## src/hdl/jtag_sequence_shift_engine_assert.svh

```systemverilog
// ----------------------------------------------------------------------------
// jtag_sequence_shift_engine assertion macros
// Clocked assertion helpers, empty when SYNTH is defined.
// ----------------------------------------------------------------------------
`ifndef JTAG_SEQUENCE_SHIFT_ENGINE_ASSERT_SVH
`define JTAG_SEQUENCE_SHIFT_ENGINE_ASSERT_SVH

`ifndef SYNTH
`define JSSE_ASSERT_CLK(lbl, ck, rs, prop, msg) \
  lbl: assert property (@(posedge ck) disable iff (rs) prop) else $error(msg);
`define JSSE_ASSERT_NEVER(lbl, ck, rs, cond, msg) \
  lbl: assert property (@(posedge ck) disable iff (rs) !(cond)) else $error(msg);
`else
`define JSSE_ASSERT_CLK(lbl, ck, rs, prop, msg)
`define JSSE_ASSERT_NEVER(lbl, ck, rs, cond, msg)
`endif

`endif

```

## src/hdl/jsse_pkg.sv

```systemverilog
// ----------------------------------------------------------------------------
// jsse_pkg
// Types, constants and helpers shared by the JTAG sequence shift engine.
// ----------------------------------------------------------------------------
package jsse_pkg;

  localparam int QDEPTH = 4;
  localparam int QAW    = $clog2(QDEPTH);
  localparam int QCW    = $clog2(QDEPTH + 1);

  localparam logic [5:0] INFO_CYC_MASK = 6'h3f;
  localparam logic [6:0] CYC_ZERO_MEANS = 7'd64;
  localparam logic [3:0] LANE_BITS = 4'd8;

  localparam logic KIND_SHIFT  = 1'b0;
  localparam logic KIND_STATUS = 1'b1;
  localparam logic ST_OK       = 1'b0;

  typedef enum logic [1:0] {
    PH_COUNT = 2'd0,
    PH_INFO  = 2'd1,
    PH_DATA  = 2'd2,
    PH_SKIP  = 2'd3
  } phase_t;

  typedef struct packed {
    logic       kind;
    logic       tms_level;
    logic [3:0] bit_count;
    logic [7:0] tdi_bits;
    logic [7:0] tdo_byte;
    logic       capture;
    logic       status;
    logic       last;
  } res_t;

  // up to two results per accepted beat, packed from r0 up
  typedef struct packed {
    logic [1:0] n;
    res_t       r0;
    res_t       r1;
  } push_t;

  function automatic logic [7:0] lane_mask(input logic [3:0] cnt);
    logic [8:0] m;
    m = (9'd1 << cnt) - 9'd1;
    return (cnt >= LANE_BITS) ? 8'hff : m[7:0];
  endfunction

endpackage

```

## src/hdl/jsse_parse.sv

```systemverilog
// ----------------------------------------------------------------------------
// jsse_parse
// Command byte parser: tracks phase and counters, forms shift/status results.
// ----------------------------------------------------------------------------
`include "jtag_sequence_shift_engine_assert.svh"

module jsse_parse (
  input  logic           clk,
  input  logic           rst,
  input  logic           cfg_we,
  input  logic           cfg_wdata,
  input  logic           acc,
  input  logic [7:0]     req_byte,
  input  logic [7:0]     tdo_sample,
  output jsse_pkg::push_t push
);
  import jsse_pkg::*;

  logic       port_is_jtag;
  phase_t     phase, phase_next;
  logic [7:0] sequences_left, sequences_left_next;
  logic [6:0] cycles_left, cycles_left_next;
  logic       held_tms, held_tms_next;
  logic       capture_on, capture_on_next;
  logic       error_seen, error_seen_next;

  logic [3:0] cnt;
  logic [7:0] mask;
  logic [6:0] cyc_dec;
  logic [7:0] seq_dec;
  push_t      push_c;

  assign cnt     = (cycles_left > 7'd8) ? LANE_BITS : cycles_left[3:0];
  assign mask    = lane_mask(cnt);
  assign cyc_dec = cycles_left - {3'b000, cnt};
  assign seq_dec = sequences_left - 8'd1;

  always_comb begin
    res_t rec;
    res_t stat;
    logic emit_rec;
    logic emit_stat;
    logic done;

    phase_next          = phase;
    sequences_left_next = sequences_left;
    cycles_left_next    = cycles_left;
    held_tms_next       = held_tms;
    capture_on_next     = capture_on;
    error_seen_next     = error_seen;
    rec       = '0;
    stat      = '0;
    emit_rec  = 1'b0;
    emit_stat = 1'b0;
    done      = (cyc_dec == 7'd0) && (sequences_left <= 8'd1);
    push_c    = '0;

    unique case (phase)
      PH_COUNT: begin
        error_seen_next     = 1'b0;
        sequences_left_next = req_byte;
        if (req_byte == 8'd0) begin
          emit_stat = 1'b1;
          stat.kind = KIND_STATUS;
          stat.status = ST_OK;
          stat.last = 1'b1;
        end else begin
          phase_next = PH_INFO;
        end
      end
      PH_INFO: begin
        cycles_left_next = ((req_byte[5:0] & INFO_CYC_MASK) == 6'd0) ?
                           CYC_ZERO_MEANS : {1'b0, req_byte[5:0]};
        held_tms_next   = req_byte[6];
        capture_on_next = req_byte[7];
        if (port_is_jtag) begin
          phase_next = PH_DATA;
        end else begin
          error_seen_next = 1'b1;
          phase_next      = PH_SKIP;
        end
      end
      PH_DATA, PH_SKIP: begin
        cycles_left_next = cyc_dec;
        if (phase == PH_DATA && cnt != 4'd0) begin
          emit_rec      = 1'b1;
          rec.kind      = KIND_SHIFT;
          rec.tms_level = held_tms;
          rec.bit_count = cnt;
          rec.tdi_bits  = req_byte & mask;
          rec.tdo_byte  = tdo_sample & mask;
          rec.capture   = capture_on;
          rec.status    = ST_OK;
          rec.last      = !done;
        end
        if (cyc_dec == 7'd0) begin
          sequences_left_next = seq_dec;
          if (seq_dec == 8'd0) begin
            emit_stat   = 1'b1;
            stat.kind   = KIND_STATUS;
            stat.status = error_seen;
            stat.last   = 1'b1;
            phase_next  = PH_COUNT;
          end else begin
            phase_next = PH_INFO;
          end
        end
      end
      default: phase_next = PH_COUNT;
    endcase

    if (emit_rec) begin
      push_c.r0 = rec;
      push_c.r1 = stat;
    end else begin
      push_c.r0 = stat;
    end
    push_c.n = {1'b0, emit_rec} + {1'b0, emit_stat};
    if (!acc) begin
      push_c.n = 2'd0;
    end
  end

  assign push = push_c;

  always_ff @(posedge clk) begin
    if (rst) begin
      port_is_jtag   <= 1'b1;
      phase          <= PH_COUNT;
      sequences_left <= '0;
      cycles_left    <= '0;
      held_tms       <= 1'b0;
      capture_on     <= 1'b0;
      error_seen     <= 1'b0;
    end else begin
      if (cfg_we) begin
        port_is_jtag <= cfg_wdata;
      end
      if (acc) begin
        phase          <= phase_next;
        sequences_left <= sequences_left_next;
        cycles_left    <= cycles_left_next;
        held_tms       <= held_tms_next;
        capture_on     <= capture_on_next;
        error_seen     <= error_seen_next;
      end
    end
  end

  // a status result always closes the command
  `JSSE_ASSERT_CLK(a_status_ends_cmd, clk, rst, (push.n != 2'd0 && (push.r0.kind == KIND_STATUS || (push.n == 2'd2 && push.r1.kind == KIND_STATUS))) |=> phase == PH_COUNT, "status result without return to count phase")
  // skipped bytes never produce a shift record
  `JSSE_ASSERT_NEVER(a_skip_silent, clk, rst, acc && phase == PH_SKIP && push.n != 2'd0 && push.r0.kind == KIND_SHIFT, "shift record while skipping")
  // data phases always have cycles to clock
  `JSSE_ASSERT_NEVER(a_cyc_live, clk, rst, (phase == PH_DATA || phase == PH_SKIP) && cycles_left == 7'd0, "data phase with no cycles left")

endmodule

```

## src/hdl/jsse_outq.sv

```systemverilog
// ----------------------------------------------------------------------------
// jsse_outq
// Four-entry result queue: takes up to two results a cycle, drains one while out_ready is high.
// ----------------------------------------------------------------------------
`include "jtag_sequence_shift_engine_assert.svh"

module jsse_outq (
  input  logic            clk,
  input  logic            rst,
  input  jsse_pkg::push_t push,
  output logic            room,
  output logic            out_valid,
  input  logic            out_ready,
  output jsse_pkg::res_t  out_res
);
  import jsse_pkg::*;

  res_t           q [QDEPTH];
  logic [QAW-1:0] head;
  logic [QAW-1:0] tail;
  logic [QCW-1:0] count;
  logic           pop;
  logic [QAW-1:0] tail1;

  assign out_valid = (count != '0);
  assign out_res   = q[head];
  assign pop       = out_valid && out_ready;
  // room for a worst-case beat of two results
  assign room      = (count <= QCW'(QDEPTH - 2));
  assign tail1     = tail + QAW'(1);

  always_ff @(posedge clk) begin
    if (push.n != 2'd0) begin
      q[tail] <= push.r0;
    end
    if (push.n == 2'd2) begin
      q[tail1] <= push.r1;
    end
  end

  always_ff @(posedge clk) begin
    if (rst) begin
      head  <= '0;
      tail  <= '0;
      count <= '0;
    end else begin
      tail  <= tail + QAW'(push.n);
      head  <= head + QAW'(pop);
      count <= count + QCW'(push.n) - QCW'(pop);
    end
  end

  `JSSE_ASSERT_NEVER(a_no_overflow, clk, rst, count > QCW'(QDEPTH), "queue count beyond depth")
  `JSSE_ASSERT_NEVER(a_push_room, clk, rst, push.n != 2'd0 && !room, "push without room")
  `JSSE_ASSERT_CLK(a_count_track, clk, rst, !$past(rst) |-> count == $past(count) + QCW'($past(push.n)) - QCW'($past(pop)), "queue count out of step")

endmodule

```

## src/hdl/jtag_sequence_shift_engine.sv

```systemverilog
// ----------------------------------------------------------------------------
// jtag_sequence_shift_engine: accepts one request beat per cycle when room allows;
// results are registered into a 4-deep queue, one result beat out per ready cycle.
// Sync active-high reset: count phase, counters clear, port_is_jtag = 1.
// ----------------------------------------------------------------------------
module jtag_sequence_shift_engine (
  input  logic        clk,
  input  logic        rst,
  input  logic        cfg_we,
  input  logic        cfg_wdata,      // port_is_jtag
  input  logic        s_axis_tvalid,
  output logic        s_axis_tready,
  input  logic [15:0] s_axis_tdata,   // request_byte[7:0], tdo_sample[15:8]
  output logic        m_axis_tvalid,
  input  logic        m_axis_tready,
  output logic [23:0] m_axis_tdata,   // tms_level, bit_count[4:1], tdi_bits[12:5],
                                      // tdo_byte[20:13], capture, status, pad
  output logic        m_axis_tuser,   // kind
  output logic        m_axis_tlast
);
  import jsse_pkg::*;

  logic  acc;
  logic  room;
  push_t push;
  res_t  res;

  assign s_axis_tready = room;
  assign acc = s_axis_tvalid && room;

  jsse_parse u_parse (
    .clk       (clk),
    .rst       (rst),
    .cfg_we    (cfg_we),
    .cfg_wdata (cfg_wdata),
    .acc       (acc),
    .req_byte  (s_axis_tdata[7:0]),
    .tdo_sample(s_axis_tdata[15:8]),
    .push      (push)
  );

  jsse_outq u_outq (
    .clk      (clk),
    .rst      (rst),
    .push     (push),
    .room     (room),
    .out_valid(m_axis_tvalid),
    .out_ready(m_axis_tready),
    .out_res  (res)
  );

  assign m_axis_tdata = {1'b0, res.status, res.capture, res.tdo_byte, res.tdi_bits,
                         res.bit_count, res.tms_level};
  assign m_axis_tuser = res.kind;
  assign m_axis_tlast = res.last;

endmodule

```

## config.mk

```make
export PLATFORM = sky130hd
export DESIGN_NAME = jtag_sequence_shift_engine
export DESIGN_NICKNAME = d
export VERILOG_FILES = /design/src/hdl/jsse_pkg.sv /design/src/hdl/jsse_parse.sv /design/src/hdl/jsse_outq.sv /design/src/hdl/jtag_sequence_shift_engine.sv
export VERILOG_INCLUDE_DIRS = /design/src /design/src/hdl
export SDC_FILE = /design/constraint.sdc
export NUM_CORES = 1
export LEC_CHECK = 0
export BUFFER_PORTS_ARGS = -buffer_cell sky130_fd_sc_hd__buf_4
export CAP_MARGIN = 20
export CORE_MARGIN = 10
export CORE_UTILIZATION = 45
export DETAILED_ROUTE_END_ITERATION = 7
export GPL_TIMING_DRIVEN = 0
export SETUP_SLACK_MARGIN = 0.15
export SLEW_MARGIN = 10
export SYNTH_ARGS = -nofsm -noshare
export SYNTH_HDL_FRONTEND = slang
export SYNTH_SLANG_ARGS = --single-unit
export TNS_END_PERCENT = 100
```

## constraint.sdc

```tcl
create_clock -name clk -period 4.93 [get_ports clk]
set_clock_uncertainty 0.1 [all_clocks]
set_input_delay 0.2465 -clock clk [delete_from_list [all_inputs] [get_ports clk]]
set_output_delay 0.2465 -clock clk [all_outputs]
set_load 0.05 [all_outputs]
```

==> impl_metrics.ini, run 1 <==
[run_status]
status = completed

[setup_path]
worstPathArrival_ns = 4.69
worstSetupPathType = flop to flop
crit_fanout = 10
start_kind = flop
required_ns = 5.10
cp-end-kind = flop

[layout]
post-route-util = 0.552
design_area_um2 = 7280
diodes = 0
drive_above_1_share = 0.194
synthToLayoutAreaGrowth_pct = 20.8
final_nets = 760

[logic_synthesis]
ys_warn_count = 0
netlist_instances = 656
synth.area.mux_share = 0.106
synth-xor-area-share = 0.00726
async_reset_ff_frac = 0
synth-compound-area-share = 0.188
synth.net_count = 690
syn_avg_cell_area_um2 = 9.19
synth_edf_count = 12
synth_area_um2 = 6030
ys_ff_latch = 128
synth_top_family_by_area = compound AO/OA/AOI/OAI gates
synthFlopType = dfxtp_1
synth_fa_ha_area_frac = 0.0262
synth-simple-area-share = 0.182
synth_cell_types = 64
seq_area_frac_synth = 0.445

[route]
routedWlPerCell_um = 18.9
firstDrtPassIters = 5
drt_iter0_drc = 454
drt_wl_total_mm = 17.3
vias = 5270
drc = 0
avgViaCountPerCell = 5.76
drtAntennaViolNets = 0

[cts]
cts_num_sinks = 128
cts_buffers = 17
cts_buffer_depth = 2
cts-root-buf = clkbuf_16
cts_tree = done
clk_pin_slew_ns = 0.06
ctsHtreeMaxLevel = 4
clkLatencyLatePin_ns = 0.43

[place]
portBuffers = 47
place_congestion = 0.934
dp_hpwl_mm = 12.3
postPlaceCellArea_um2 = 6600

[grt]
grt_pass1_vias = 5072
antenna_found_initial = 0
grt_usage = 0.189
grt_max_degree = 17
grt_pass1_wl_mm = 27.3
overflow = 0

[timing]
report.final.slew_viol_count = 0
setup_viol = 0
final.setup.tns_ns = 0
relSlewSlack = 0.388
holdWs_ns = 0.0249
max_slew.worst_pin.slew_ns = 0.919
fin_crit_sh = 0.916
fmax_mhz = 221
grt_setup_unrepaired = false
min_period_ns = 4.52
hold_viol_final = 0

[floorplanning]
core_area_um2 = 13200
chipHeight_um = 136
num_rows = 42
die_w_um = 136
start_util = 0.457
ios = 50
die-area_um2 = 18400

[power]
irDropWorstVdd_mv = 0.196
p_leak_nw = 2.64
powerDensity_nw_per_um2 = 461

[run]
maxCapViolCount = 0

[worst_hold_path]
hold_path.class = primary input to flop
## sequential cells by signal, summed over array words and instances, names as in the netlist
name,flops
u_outq.head,2
u_parse.phase,2
u_parse.port_is_jtag,1
u_outq.q,100
u_parse.sequences_left,8
u_parse.held_tms,1
u_parse.capture_on,1
u_outq.count,3
u_parse.error_seen,1
u_parse.cycles_left,7
u_outq.tail,2
## layer usage
layer | wire (µm) | up-vias | GRT usage
li1 | - | 2524 | -
met1 | 7700 | 2559 | 0.243
met2 | 8340 | 160 | 0.305
met3 | 955 | 27 | 0.0445
met4 | 283 | 0 | 0.0640
met5 | 0 | - | 0
## final cells by class
type / instances / area (µm²)
Buffer: 50 / 213
Clock buffer: 21 / 482
Clock inverter: 11 / 126
Fill cell: 1234 / 5910
Inverter: 17 / 63.8
Multi-Input combinational cell: 461 / 3110
Sequential cell: 128 / 2680
Tap cell: 176 / 220
Timing Repair Buffer: 51 / 385
## path summary, 6_finish.rpt
| path | from | to | slack [ns] | cells after the start |
|---|---|---|---|---|
| max | u_parse.cycles_left[3]$_SDFFE_PP0P_ | u_outq.count[2]$_SDFF_PP0_ | 0.41 | 21 |
| min | s_axis_tdata[6] | u_parse.held_tms$_SDFFE_PP0P_ | 0.02 | 3 |
| max reg2reg | u_parse.cycles_left[3]$_SDFFE_PP0P_ | u_outq.count[2]$_SDFF_PP0_ | 0.41 | 21 |
| min reg2reg | u_outq.q[3][2]$_SDFFE_PP0N_ | u_outq.q[3][2]$_SDFFE_PP0N_ | 0.35 | 2 |
## layout by cell type, fill, tap and decap left out, types with 8 or more instances in the layout
master,count
ha_1,10
edfxtp_1,12
or3_1,11
buf_4,50
nand2_1,118
a21oi_1,22
dfxtp_1,116
o21ai_0,77
clkbuf_16,18
inv_1,16
nand3_1,14
clkbuf_1,37
mux4_2,25
nor3_1,8
a31oi_1,9
nor2_1,35
o2bb2ai_1,21
## through the flow
stage / instances / setup slack, ns / power (mW)
CTS: 913 / 0.201 / 3.35
global route: 915 / 0.142 / 3.51
floorplan: 656 / 0.682 / 1.83
finish: 915 / 0.414 / 3.36
global placement: 879 / 0.190 / 2.05
detailed placement: 879 / 0.159 / 2.06
## cells in the mapped netlist (5+ instances only)
| cell | count | area, µm² |
|---|---|---|
| dfxtp_1 | 116 | 2320 |
| o2bb2ai_1 | 21 | 184 |
| nand3_1 | 14 | 70.1 |
| a31oi_1 | 10 | 62.6 |
| o31ai_1 | 6 | 45.0 |
| mux4_2 | 25 | 563 |
| xnor2_1 | 5 | 43.8 |
| edfxtp_1 | 12 | 360 |
| o21ai_0 | 77 | 385 |
| a21oi_1 | 22 | 110 |
| nor2b_1 | 6 | 37.5 |
| ha_1 | 11 | 138 |
| clkbuf_1 | 40 | 150 |
| nand2_1 | 118 | 443 |
| or3_1 | 12 | 75.1 |
| a21o_1 | 5 | 37.5 |
| nor2_1 | 36 | 135 |
| nor3_1 | 8 | 40.0 |
| nor4_1 | 5 | 31.3 |
| inv_1 | 16 | 60.1 |
## repair_timing
item,CTS,global route
setup buffers,0,1
gates resized for setup,1,13
setup endpoints to repair,3,61
pin swaps,0,1
hold buffers,2,0
endpoints found under the hold margin,1,0
## kinds of logic (layout without fill, tap and decap cells)
family,after synthesis,in the layout
fa+ha+maj,12,12
mux,32,32
simple gates,232,232
xor+xnor,5,5
buf+inv,67,150
other cells,2,2
flops,128,128
compound gates,178,178
## power breakdown
group | total (mW) | leakage, nW | switching (mW) | internal (mW)
clock network | 1.28 | 0.292 | 0.475 | 0.803
registers | 1.15 | 1.06 | 0.0489 | 1.11
logic | 0.923 | 1.29 | 0.573 | 0.351
total | 3.36 | 2.64 | 1.10 | 2.26
## critical path: stages (launching register included)
cell      delay (ns)
dfxtp_1         0.34
buf_6           0.14
or4_2           0.63
clkbuf_2        0.19
nand2_1         0.09
ha_2            0.28
or3_4           0.36
a31oi_4         0.18
nand2_1         0.07
nand2_1         0.10
ha_1            0.24
buf_2           0.18
nor2_2          0.14
inv_1           0.06
ha_1            0.28
inv_1           0.06
ha_1            0.14
inv_1           0.05
fa_1            0.39
xnor2_2         0.16
xnor2_1         0.13
nor2_1          0.06
Note: power is estimated with default switching activity, not from simulation.
==> inputs of run 2 (changes only) <==
--- a/config.mk
+++ b/config.mk
@@ -6,12 +6,14 @@
 export SDC_FILE = /design/constraint.sdc
 export NUM_CORES = 1
 export LEC_CHECK = 0
+export ABC_AREA = 1
 export BUFFER_PORTS_ARGS = -buffer_cell sky130_fd_sc_hd__buf_4
 export CAP_MARGIN = 20
 export CORE_MARGIN = 10
 export CORE_UTILIZATION = 45
 export DETAILED_ROUTE_END_ITERATION = 7
 export GPL_TIMING_DRIVEN = 0
+export PLACE_DENSITY = 0.71
 export SETUP_SLACK_MARGIN = 0.15
 export SLEW_MARGIN = 10
 export SYNTH_ARGS = -nofsm -noshare
==> impl_metrics.ini, run 2 <==
[grt]
grt_usage = 0.195
overflow = 0
antenna_found_initial = 0
grt_pass1_vias = 5717
grt_max_degree = 17
grt_pass1_wl_mm = 28.4

[route]
drtAntennaViolNets = 0
drt_iter0_drc = 568
drc = 0
vias = 5874
routedWlPerCell_um = 16.0
firstDrtPassIters = 5
avgViaCountPerCell = 5.34
drt_wl_total_mm = 17.6

[layout]
diodes = 0
synthToLayoutAreaGrowth_pct = 20.0
n_fill_cell = 1295
finalNonFillerCells = 1101
drive_above_1_share = 0.134
largest_reg_flops = 100
most-common-layout-cells = nand2_1, o21ai_0, dfxtp_1
layout_commonest_cell = nand2_1
seqCellArea_um2 = 2680
regMostFlops = u_outq.q
final_nets = 946
multi_input_area_um2 = 2910
post-route-util = 0.549
reg_top3 = u_outq.q (100), u_parse.sequences_left (8), u_parse.cycles_left (7)

[run]
maxCapViolCount = 0

[cts]
cts_tree = done
cts-root-buf = clkbuf_16
cts_num_sinks = 128
postCtsSetupRepairBufs = 0
clk_pin_slew_ns = 0.06
clkLatencyLatePin_ns = 0.42
cts_buffer_depth = 2
cts_buffers = 17
ctsHtreeMaxLevel = 4

[logic_synthesis]
synthFlopType = dfxtp_1
synth_cell_types = 43
ys_ff_latch = 128
synth_largest_area_cell = dfxtp_1
syn_avg_cell_area_um2 = 7.21
synth_edf_count = 12
ys_warn_count = 0
yosys-top-cells-area = dfxtp_1, nand2_1, o21ai_0
synth.net_count = 875
synth_area_um2 = 6060
synth_commonest_cells = nand2_1, o21ai_0, dfxtp_1
netlist_instances = 841
netlist.area_leader.share = 0.383
yosys.cell_count.top_type = nand2_1
seq_area_frac_synth = 0.442
async_reset_ff_frac = 0

[timing]
max_slew.worst_pin.slew_ns = 0.646
final.setup.tns_ns = 0
fmax_mhz = 247
fin_crit_sh = 0.820
hold_viol_final = 0
grt_setup_unrepaired = false
report.final.slew_viol_count = 0
min_period_ns = 4.04
relSlewSlack = 0.569
setup_viol = 0

[setup_path]
r2r-start = u_parse.cycles_left[2]$_SDFFE_PP0P_
crit_fanout = 10
start_kind = flop
rrSetupSlack_ns = 0.89
worstSetupPathType = flop to flop
cp-end-kind = flop
reg2reg_depth = 25
r2r-end = u_outq.q[0][1]$_DFFE_PP_
worstPathArrival_ns = 4.11
required_ns = 4.99

[floorplanning]
ios = 50
die-area_um2 = 18500
core_area_um2 = 13200
start_util = 0.458
die_w_um = 136
num_rows = 42
chipHeight_um = 136

[place]
portBuffers = 48
dp_hpwl_mm = 12.6
placed_cells = 1065
place_congestion = 0.933

[worst_hold_path]
hold_path.class = primary input to flop
hold_depth = 3
hp-start = s_axis_tdata[4]
hold_end = u_outq.q[0][15]$_SDFFE_PP0N_

[power]
irDropWorstVdd_mv = 0.276
p_leak_nw = 3.09
powerDensity_nw_per_um2 = 587

[run_status]
status = completed
-- run 2: per-layer routing --
layer,track usage,vias to the layer above,part of all wire
li1,-,2916,-
met1,0.235,2682,0.42
met2,0.319,239,0.46
met3,0.0531,37,0.091
met4,0.0893,0,0.026
met5,0,-,0
-- run 2: stage by stage --
stage	hold WS (ns)	power, mW	setup WS, ns	area (µm²)
floorplan	0.225	2.52	1.50	6060
global placement	0.333	3.01	1.01	6650
detailed placement	0.335	3.03	0.970	6650
CTS	0.00156	4.28	0.931	7280
global route	0.0147	4.51	0.566	7280
finish	0.0216	4.27	0.885	7280
-- run 2: cells by family after synthesis --
group	synth area share
compound gates	0.184
xor+xnor	0.0101
other cells	0.00124
buf+inv	0.0780
simple gates	0.257
flops	0.442
mux	0.00165
fa+ha+maj	0.0260
-- run 2: power by group --
part | internal (mW) | switching [mW]
logic | 0.530 | 1.29
clock network | 0.763 | 0.493
registers | 1.13 | 0.0596
total | 2.42 | 1.85
-- run 2: area by class of cell --
type	count	share of cell area
multi-input cells	596	0.400
flip-flops and latches	128	0.369
clock buffers	18	0.0604
repair buffers	52	0.0550
inverters	75	0.0394
well taps	176	0.0303
plain buffers	42	0.0256
clock inverters	14	0.0208
-- run 2: worst max path at each step --
stage / startpoint / endpoint / slack (ns) / cells past startpoint
finish: u_parse.cycles_left[2]$_SDFFE_PP0P_ / u_outq.q[0][1]$_DFFE_PP_ / 0.89 / 25
global route: u_parse.cycles_left[2]$_SDFFE_PP0P_ / u_outq.q[3][14]$_SDFFE_PP0N_ / 0.57 / 26
CTS: u_parse.cycles_left[2]$_SDFFE_PP0P_ / u_outq.q[0][24]$_DFFE_PP_ / 0.93 / 25
detailed placement: u_parse.cycles_left[2]$_SDFFE_PP0P_ / u_outq.q[0][24]$_DFFE_PP_ / 0.97 / 25
global placement: u_parse.cycles_left[2]$_SDFFE_PP0P_ / u_outq.q[0][24]$_DFFE_PP_ / 1.01 / 25
floorplan: u_parse.cycles_left[2]$_SDFFE_PP0P_ / u_outq.count[2]$_SDFF_PP0_ / 1.50 / 25
-- run 2: what timing repair did --
| action | in CTS | in global routing |
|---|---|---|
| hold endpoints to repair | 6 | 0 |
| hold buffers | 4 | 0 |
| resized for setup | 0 | 0 |
-- run 2: critical path: stages (launching register included) --
cell      delay, ns
dfxtp_1        0.30
buf_4          0.16
inv_2          0.08
nand2_1        0.07
nand2_1        0.07
nand2_4        0.10
nand2_2        0.07
ha_1           0.21
inv_1          0.08
nand3_2        0.09
nand2_1        0.06
nand2_1        0.08
nand3_2        0.12
inv_1          0.07
nand3b_1       0.14
nand2_1        0.09
ha_1           0.29
nor2_2         0.06
nor2_1         0.20
inv_1          0.10
nand2_1        0.08
buf_2          0.25
inv_2          0.14
nor2_2         0.28
buf_2          0.35
inv_1          0.14
==> inputs of run 3 (changes only) <==
==> constraint.sdc (replaced) <==
create_clock -name clk -period 4 [get_ports clk]
set_clock_uncertainty 0.1 [all_clocks]
set_input_delay 0.2 -clock clk [delete_from_list [all_inputs] [get_ports clk]]
set_output_delay 0.2 -clock clk [all_outputs]
set_load 0.05 [all_outputs]
==> impl_metrics.ini, run 3 (synthesized netlist as in run 2, its figures left out) <==
[timing]
report.final.slew_viol_count = 0
fmax_mhz = 277
hold_viol_final = 0
max_slew.worst_pin.slew_ns = 0.638
fin_ws_ns = 0.386
fin_crit_sh = 0.904
final.setup.tns_ns = 0
grt_setup_unrepaired = false
holdWs_ns = 0.0175
min_period_ns = 3.61
setup_viol = 0
relSlewSlack = 0.575

[power]
clkPwrFrac = 0.292
irDropWorstVdd_mv = 0.341
switching_power_mw = 2.30
comb_power_share = 0.433
p_total_mw = 5.33
swShare = 0.432
powerDensity_nw_per_um2 = 708
p_leak_nw = 3.21
seq_power_share = 0.276
intPower_mw = 3.02

[layout]
layout_commonest_cell = nand2_1
synthToLayoutAreaGrowth_pct = 24.2
reg_top3 = u_outq.q (100), u_parse.sequences_left (8), u_parse.cycles_left (7)
regMostFlops = u_outq.q
finalNonFillerCells = 1118
n_fill_cell = 1267
diodes = 0
drive_above_1_share = 0.165
most-common-layout-cells = nand2_1, o21ai_0, dfxtp_1
post-route-util = 0.569
design_area_um2 = 7530
final_nets = 963
largest_reg_flops = 100

[route]
drt_iter0_drc = 590
drtAntennaViolNets = 0
avgViaCountPerCell = 5.39
drt_wl_total_mm = 18.2
vias = 6023
firstDrtPassIters = 5
routedWlPerCell_um = 16.3
drc = 0

[setup_path]
worstSetupPathType = flop to flop
worstPathArrival_ns = 3.81
cp_slowest_cell = dfxtp_1
cp-end-kind = flop
slowest_delay_ns = 0.44
crit_top_cell = inv_1
reg2reg_depth = 24
required_ns = 4.19
crit_chain = nor2_1 -> nand2_1 -> nand2_1 -> nand2_4 -> nand2_2 -> ha_1 -> o211ai_1 -> nand2_1 -> nor2_2 -> nand3_2 -> inv_1 -> nand3b_1 -> nand2_2 -> ha_1 -> nor2_4 -> inv_1 -> ha_1 -> inv_1 -> ha_1 -> inv_1 -> fa_2 -> xor2_1 -> inv_1 -> nor2_1
start_kind = flop
crit_fanout = 5

[grt]
grt_pass1_wl_mm = 28.6
antenna_found_initial = 0
overflow = 0
grt_max_degree = 17
grt_pass1_vias = 5729
grt_usage = 0.196

[floorplanning]
die_w_um = 136
chipHeight_um = 136
start_util = 0.458
num_rows = 42
die-area_um2 = 18500
core_area_um2 = 13200
ios = 50

[worst_hold_path]
hold_depth = 3
hold_path.class = primary input to flop

[cts]
cts_buffer_depth = 2
clkLatencyLatePin_ns = 0.42
cts-root-buf = clkbuf_16
cts_num_sinks = 128
cts_tree = done
ctsHtreeMaxLevel = 4
clk_pin_slew_ns = 0.06
cts_buffers = 17

[place]
dp_hpwl_mm = 12.6
portBuffers = 48
pre_cts_slack_ns = 0.0404
placed_cells = 1065
postPlaceCellArea_um2 = 6650
place_congestion = 0.933

[run]
maxCapViolCount = 0

[run_status]
status = completed
-- run 3: cell count changes in the layout (fill, tap and decap cells not counted), moves of 3 or more --
cell | previous run | this run
nor2_1 | 104 | 100
nand2_1 | 190 | 186
nand2_2 | 4 | 7
buf_4 | 51 | 66
buf_2 | 8 | 4
dlygate4sd3_1 | 4 | 8
clkbuf_1 | 29 | 22
buf_6 | 1 | 4
clkbuf_2 | 0 | 3
nor2_4 | 1 | 6
-- run 3: worst paths after layout --
path,slack (ns),to,start
worst max-delay path,0.39,u_outq.count[2]$_SDFF_PP0_,u_parse.cycles_left[0]$_SDFFE_PP0P_
worst min-delay path,0.02,u_parse.cycles_left[0]$_SDFFE_PP0P_,s_axis_tdata[0]
worst max register to register,0.39,u_outq.count[2]$_SDFF_PP0_,u_parse.cycles_left[0]$_SDFFE_PP0P_
worst min register to register,0.35,u_outq.q[2][3]$_SDFFE_PP0N_,u_outq.q[2][3]$_SDFFE_PP0N_
-- run 3: worst max-delay path, delay by kind of cell (launching register included) --
family	cells	cell delay, ns
fa+ha+maj	5	1.20
flops	1	0.44
xor+xnor	1	0.16
simple gates	12	1.11
buf+inv	5	0.30
compound gates	1	0.18
-- run 3: metal layers --
layer / wire length, µm / part of all wire / vias to the layer above / GRT usage
li1: - / - / 2953 / -
met1: 7640 / 0.42 / 2771 / 0.236
met2: 8590 / 0.47 / 263 / 0.320
met3: 1520 / 0.084 / 36 / 0.0524
met4: 452 / 0.025 / 0 / 0.0893
met5: 0 / 0 / - / 0
-- run 3: layout make-up --
cell class / instances / area, µm² / share of cell area
Clock buffer: 18 / 439 / 0.0583
Inverter: 75 / 289 / 0.0384
Timing Repair Buffer: 69 / 551 / 0.0731
Tap cell: 176 / 220 / 0.0292
Buffer: 42 / 234 / 0.0311
Clock inverter: 14 / 151 / 0.0201
Multi-Input combinational cell: 596 / 2960 / 0.393
Sequential cell: 128 / 2680 / 0.356
-- run 3: repair_timing --
action | CTS | global route
resized for setup | 3 | 52
pin swaps | 0 | 9
hold buffers | 8 | 0
setup buffers | 0 | 13
endpoints found under the setup margin | 23 | 100
endpoints found under the hold margin | 13 | 0
-- run 3: power by group through the flow --
stage	sequential (mW)	clock (mW)	combinational, mW
after floorplan	1.48	0	1.63
after global placement	1.49	0	2.22
after detailed placement	1.49	0	2.23
after CTS	1.47	1.56	2.25
after global routing	1.48	1.62	2.51
final	1.47	1.55	2.30
